### src/rkc_pkg.sv
package rkc_pkg;

   localparam int PIX_W      = 24;
   localparam int CH_W       = 8;
   localparam int COEF_W     = 16;
   localparam int IDX_W      = 6;
   localparam int CSR_IDX_W  = 1;
   localparam int CSR_DATA_W = 12;
   localparam int WIDTH_W    = 12;
   localparam int ORDER_W    = 3;

   // register indexes
   localparam logic [CSR_IDX_W-1:0] CSR_IMAGE_WIDTH  = 1'd0;
   localparam logic [CSR_IDX_W-1:0] CSR_KERNEL_ORDER = 1'd1;

   // item codes
   localparam logic OP_COEF  = 1'b0;
   localparam logic OP_PIXEL = 1'b1;

   localparam logic [CH_W-1:0] CH_MAX = 8'd255;

   // result queue
   localparam int FIFO_DEPTH = 8;
   localparam int FIFO_AW    = 3;

   typedef struct packed {
      logic valid;
      logic last;
   } rkc_tag_type;

   typedef struct packed {
      logic [CH_W-1:0] red;
      logic [CH_W-1:0] green;
      logic [CH_W-1:0] blue;
      logic            last;
   } rkc_result_type;

endpackage

### src/rkc_out_fifo.sv
module rkc_out_fifo (
   input  logic                    clock,
   input  logic                    reset,
   input  logic                    push,
   input  rkc_pkg::rkc_result_type push_data,
   input  logic                    out_stall,
   output logic                    out_valid,
   output rkc_pkg::rkc_result_type out_data
);
   import rkc_pkg::*;

   rkc_result_type       fifo_ff [FIFO_DEPTH];
   logic [FIFO_AW-1:0]   wr_ptr_ff, rd_ptr_ff;
   logic [FIFO_AW:0]     count_ff;
   logic                 pop;

   assign out_valid = (count_ff != '0);
   assign out_data  = fifo_ff[rd_ptr_ff];
   assign pop       = out_valid && !out_stall;

   // storage
   always_ff @(posedge clock) begin
      if (push) fifo_ff[wr_ptr_ff] <= push_data;
   end

   // pointers and fill level
   always_ff @(posedge clock) begin
      if (reset) begin
         wr_ptr_ff <= '0;
         rd_ptr_ff <= '0;
         count_ff  <= '0;
      end else begin
         if (push) wr_ptr_ff <= wr_ptr_ff + 1'b1;
         if (pop) rd_ptr_ff <= rd_ptr_ff + 1'b1;
         if (push && !pop) count_ff <= count_ff + 1'b1;
         else if (pop && !push) count_ff <= count_ff - 1'b1;
      end
   end

endmodule

### config.mk
export PLATFORM = sky130hd
export DESIGN_NAME = rkc_out_fifo
export DESIGN_NICKNAME = d
export VERILOG_FILES = /design/src/rkc_pkg.sv /design/src/rkc_out_fifo.sv
export SDC_FILE = /design/constraint.sdc
export NUM_CORES = 1
export LEC_CHECK = 0
export ABC_AREA = 1
export ABC_CLOCK_PERIOD_IN_PS = 4100
export BUFFER_PORTS_ARGS = -buffer_cell sky130_fd_sc_hd__buf_2
export CORE_AREA = 2 2 123 125
export CTS_CLUSTER_DIAMETER = 100
export DETAILED_ROUTE_END_ITERATION = 12
export DIE_AREA = 0 0 125 127
export PLACE_DENSITY = 0.78
export SLEW_MARGIN = 20
export SYNTH_ARGS = -nofsm -noshare
export SYNTH_HDL_FRONTEND = slang
export SYNTH_SLANG_ARGS = --single-unit
export TNS_END_PERCENT = 30
### constraint.sdc
create_clock -name clock -period 4.1 [get_ports clock]
set_input_delay 0.41 -clock clock [delete_from_list [all_inputs] [get_ports clock]]
set_output_delay 0.41 -clock clock [all_outputs]
set_load 0.01 [all_outputs]
==> impl_summary.md <==
Power and ir drop
The maximum vdd drop is 0.000772 V. The clock network accounts for 31.1% of the total power. In this run, flip-flops and latches consume 46.2% of the power. The power share of the combinational group is 22.6%. The internal power is 3.79 mW. The net switching power is 1.60 mW.

The power density of the placed cells is around 560 mW/mm². Of the total power, the share spent switching nets is 29.7%. The leakage power figure is 3.60 nW.

Placement
Detailed placement finished with a half-perimeter wire length of 9.34 mm. The global placement routability congestion is 0.740. During placement, the flow inserted port buffers numbering 54. The worst slack after detailed placement is 1.80 ns.

Timing
Setup violations remaining at the end of the flow were counted as 0. The count of pins over their slew limit is 0. The summed negative setup slack over all endpoints is 0 ns. The transition time at the pin with the least slew margin is 1.08 ns. The minimum clock period after layout is 2.92 ns.

Setup repair after global routing left no endpoint under its margin. Across all setup checks in the final design, the least slack found is ~1.2 ns. The maximum achievable frequency is 0.343 GHz. The final hold violation count is 0. The period utilization is 71.2%. The clock arrives with 0.00863 ns of skew. The worst hold-check slack is 0.159 ns.

The worst-case headroom to the max-slew limit is between 20 and 30%.

Synthesis
The most common cell in the synthesized netlist is sky130_fd_sc_hd__nor2_1. The cell type with the largest total area after synthesis is sky130_fd_sc_hd__edfxtp_1. Sorting the synthesized cells by area gives the leading types as sky130_fd_sc_hd__edfxtp_1 70%, sky130_fd_sc_hd__nor2_1 9.4%, sky130_fd_sc_hd__nand2_1 6.3%, sky130_fd_sc_hd__o21ai_0 4.1%, sky130_fd_sc_hd__dfxtp_1 3.0%. A synthesized cell averages 11.4 µm². The number of storage elements in the synthesis netlist is 213.

After synthesis, the largest area contributor takes up 69.6% of total cell area. Counting every instance in the synthesized netlist gives 754. After synthesis, flip-flops and latches occupy between 70% and 80% of the total area. The top flip-flop cell by instance count after synthesis is sky130_fd_sc_hd__edfxtp_1. By count the netlist is led by 216 x sky130_fd_sc_hd__nor2_1, 200 x sky130_fd_sc_hd__edfxtp_1, 144 x sky130_fd_sc_hd__nand2_1. The total of warnings raised by yosys is 0. The count of cell types in the netlist is 21. The proportion of register bits with asynchronous set or reset after synthesis is 0%.

Yosys mapped a number of flops with a built-in enable equal to 200. The cell area after technology mapping is 0.00863 mm². The synthesized net count is 789.

Worst setup path
The data required time of the worst path is 3.69 ns. In this run the worst path has a maximum fanout of 100. The critical path goes through buf_4, nor2_1, nor2_1, o21ai_0, nand2_1, nand2_1, nand2_1, buf_2. The cell with the largest stage delay on the worst path is sky130_fd_sc_hd__buf_4. The peak per-stage delay on the critical path is 0.79 ns. The worst setup path is launched from a flip-flop. The worst setup path is captured at a primary output. The arrival time reported for the critical path endpoint is 2.51 ns. The critical path in this run is classified as reg -> out. The worst reg-to-reg path cell count is 11.

The most frequent cell on the critical path is sky130_fd_sc_hd__nand2_1.

Clock network
The number of hold buffers added after CTS was 0. The insertion delay to the later sink of the worst-skew pair is 0.48 ns. The number of setup buffers added after CTS is 0. Clock-pin slew was measured on the worst setup and hold paths at 0.06 ns.

TritonCTS built the clock tree. The number of levels the H-tree was split into is 1. The clock passes through at most 3 buffers. The root buffer cell is sky130_fd_sc_hd__clkbuf_16. Buffers inserted during clock tree synthesis total 21. The quantity of gates resized following cts is 0.

The number of clock sinks is 213.

Min path
The worst hold path stage count is 2. The min-delay analysis places its worst path in the category in -> reg.

Die
The cell row count is 44. The die is 127 µm tall. The die covers 0.0159 mm². The die width is roughly 130 µm. The initial utilization of the core area, before any placement, comes to 59.8%.

The core region is 0.0144 mm². The number of ports placed on the die boundary is 55.

Cells and area
0 antenna diodes ended up in the layout. The layout overhead on the synthesized area is 11.2%. After the last flow step, the layout net total stands at 842. The ratio of cells with drive above 1 in the final layout is roughly an eighth.

Drt
In this run the remaining antenna-violating nets after routing total 0. In this run, the number of DRC markers left after iteration 0 of detailed routing was ~560. After detailed routing, the number of remaining DRC violations is 0. Dividing the detail-routed wire length by the instance count gives 17.6 µm.

The average vias per placed instance is 5.62. For this run, the detailed router's first-pass iteration total came to 5. The wire length reported by the detailed router is 17.7 mm. The detailed router placed between 5000 and 6000 vias in this run.

Global routing
The number of global-route vias before repair is 5583. The first global-routing pass estimated 27.9 mm of wire. Global routing finished with a remaining overflow of 0. The number of antenna violations at the first check in global routing is 0. The maximum number of pins on one net before global-route repair is 101. The global-route total usage across every layer is approximately 22%.

Status
The run finished with clean final reports.

Job
The number of max-capacitance violations reported is 0.
[power groups by stage]
stage | clock (mW) | sequential (mW) | combinational (mW)
after floorplan | 0 | 2.53 | 0.894
after global placement | 0 | 2.53 | 1.15
after detailed placement | 0 | 2.54 | 1.21
after CTS | 1.70 | 2.49 | 1.22
after global routing | 1.79 | 2.50 | 1.39
final | 1.68 | 2.49 | 1.22
[final timing paths]
check / from / end / slack [ns]
hold reg to reg: rd_ptr_ff[1]$_SDFFE_PP0P_ / flip-flop / 0.51
setup reg to reg: count_ff[0]$_SDFFE_PP0P_ / count_ff[3]$_SDFFE_PP0P_ / 1.93
setup / recovery: flip-flop / out_data[4] / 1.18
hold / removal: reset / wr_ptr_ff[0]$_SDFFE_PP0P_ / 0.16
[placed cells by master (no fill, tap or decap), drive strengths merged]
cell,n
clkinvlp,2
clkbuf,26
edfxtp,200
clkinv,7
o21ai,105
or2,2
nand3,6
buf,67
nor2,216
fa,1
ha,5
nand2,144
xor2,2
inv,16
a21oi,8
dfxtp,13
[metrics by stage]
step                      cells  power, mW  util [%]  instance area (µm²)
after global routing       1004       5.67      66.6                 9600
after floorplan             754       3.42         -                 8630
after detailed placement    968       3.74      62.4                 9000
after CTS                  1004       5.41      66.6                 9600
final                      1004       5.39      66.6                 9600
after global placement      968       3.69      62.4                 9000
[metal layers]
metal  track usage (%)  wire length, µm
met3              3.69             1230
met4              8.04              375
met2              37.6             8840
met1              29.3             7220
met5                 0                0
[registers in the layout, summed over array words and instances, names as in the netlist, named ones only]
signal	count
fifo_ff	200
count_ff	4
rd_ptr_ff	3
wr_ptr_ff	3
[worst max-delay path, delay by kind of cell, from the launching register on]
kind	cells	cell delay, ns
buf+inv	2	0.93
compound gates	1	0.13
flops	1	0.33
simple gates	5	0.59
[layout make-up]
type                       count  area, µm²
sequential                   213       6270
fill                        1039       4820
multi-input combinational    489       2080
clock buffer                  26        544
timing repair buffer          67        368
tap                          184        230
inverter                      15       56.3
clock inverter                10       52.6
[cell families (layout without fill, tap and decap cells)]
| group | count (synthesis) | count (layout) | synth area share, % |
|---|---|---|---|
| xor gates and xnor gates | 2 | 2 | 0.203 |
| adders and majority gates | 6 | 6 | 0.957 |
| DFF | 213 | 213 | 72.6 |
| AOI/OAI and AO/OA | 113 | 113 | 6.55 |
| buffers and inverters | 52 | 118 | 3.52 |
| and+or+nand+nor | 368 | 368 | 16.2 |
Note: power is estimated with default switching activity, not from simulation.
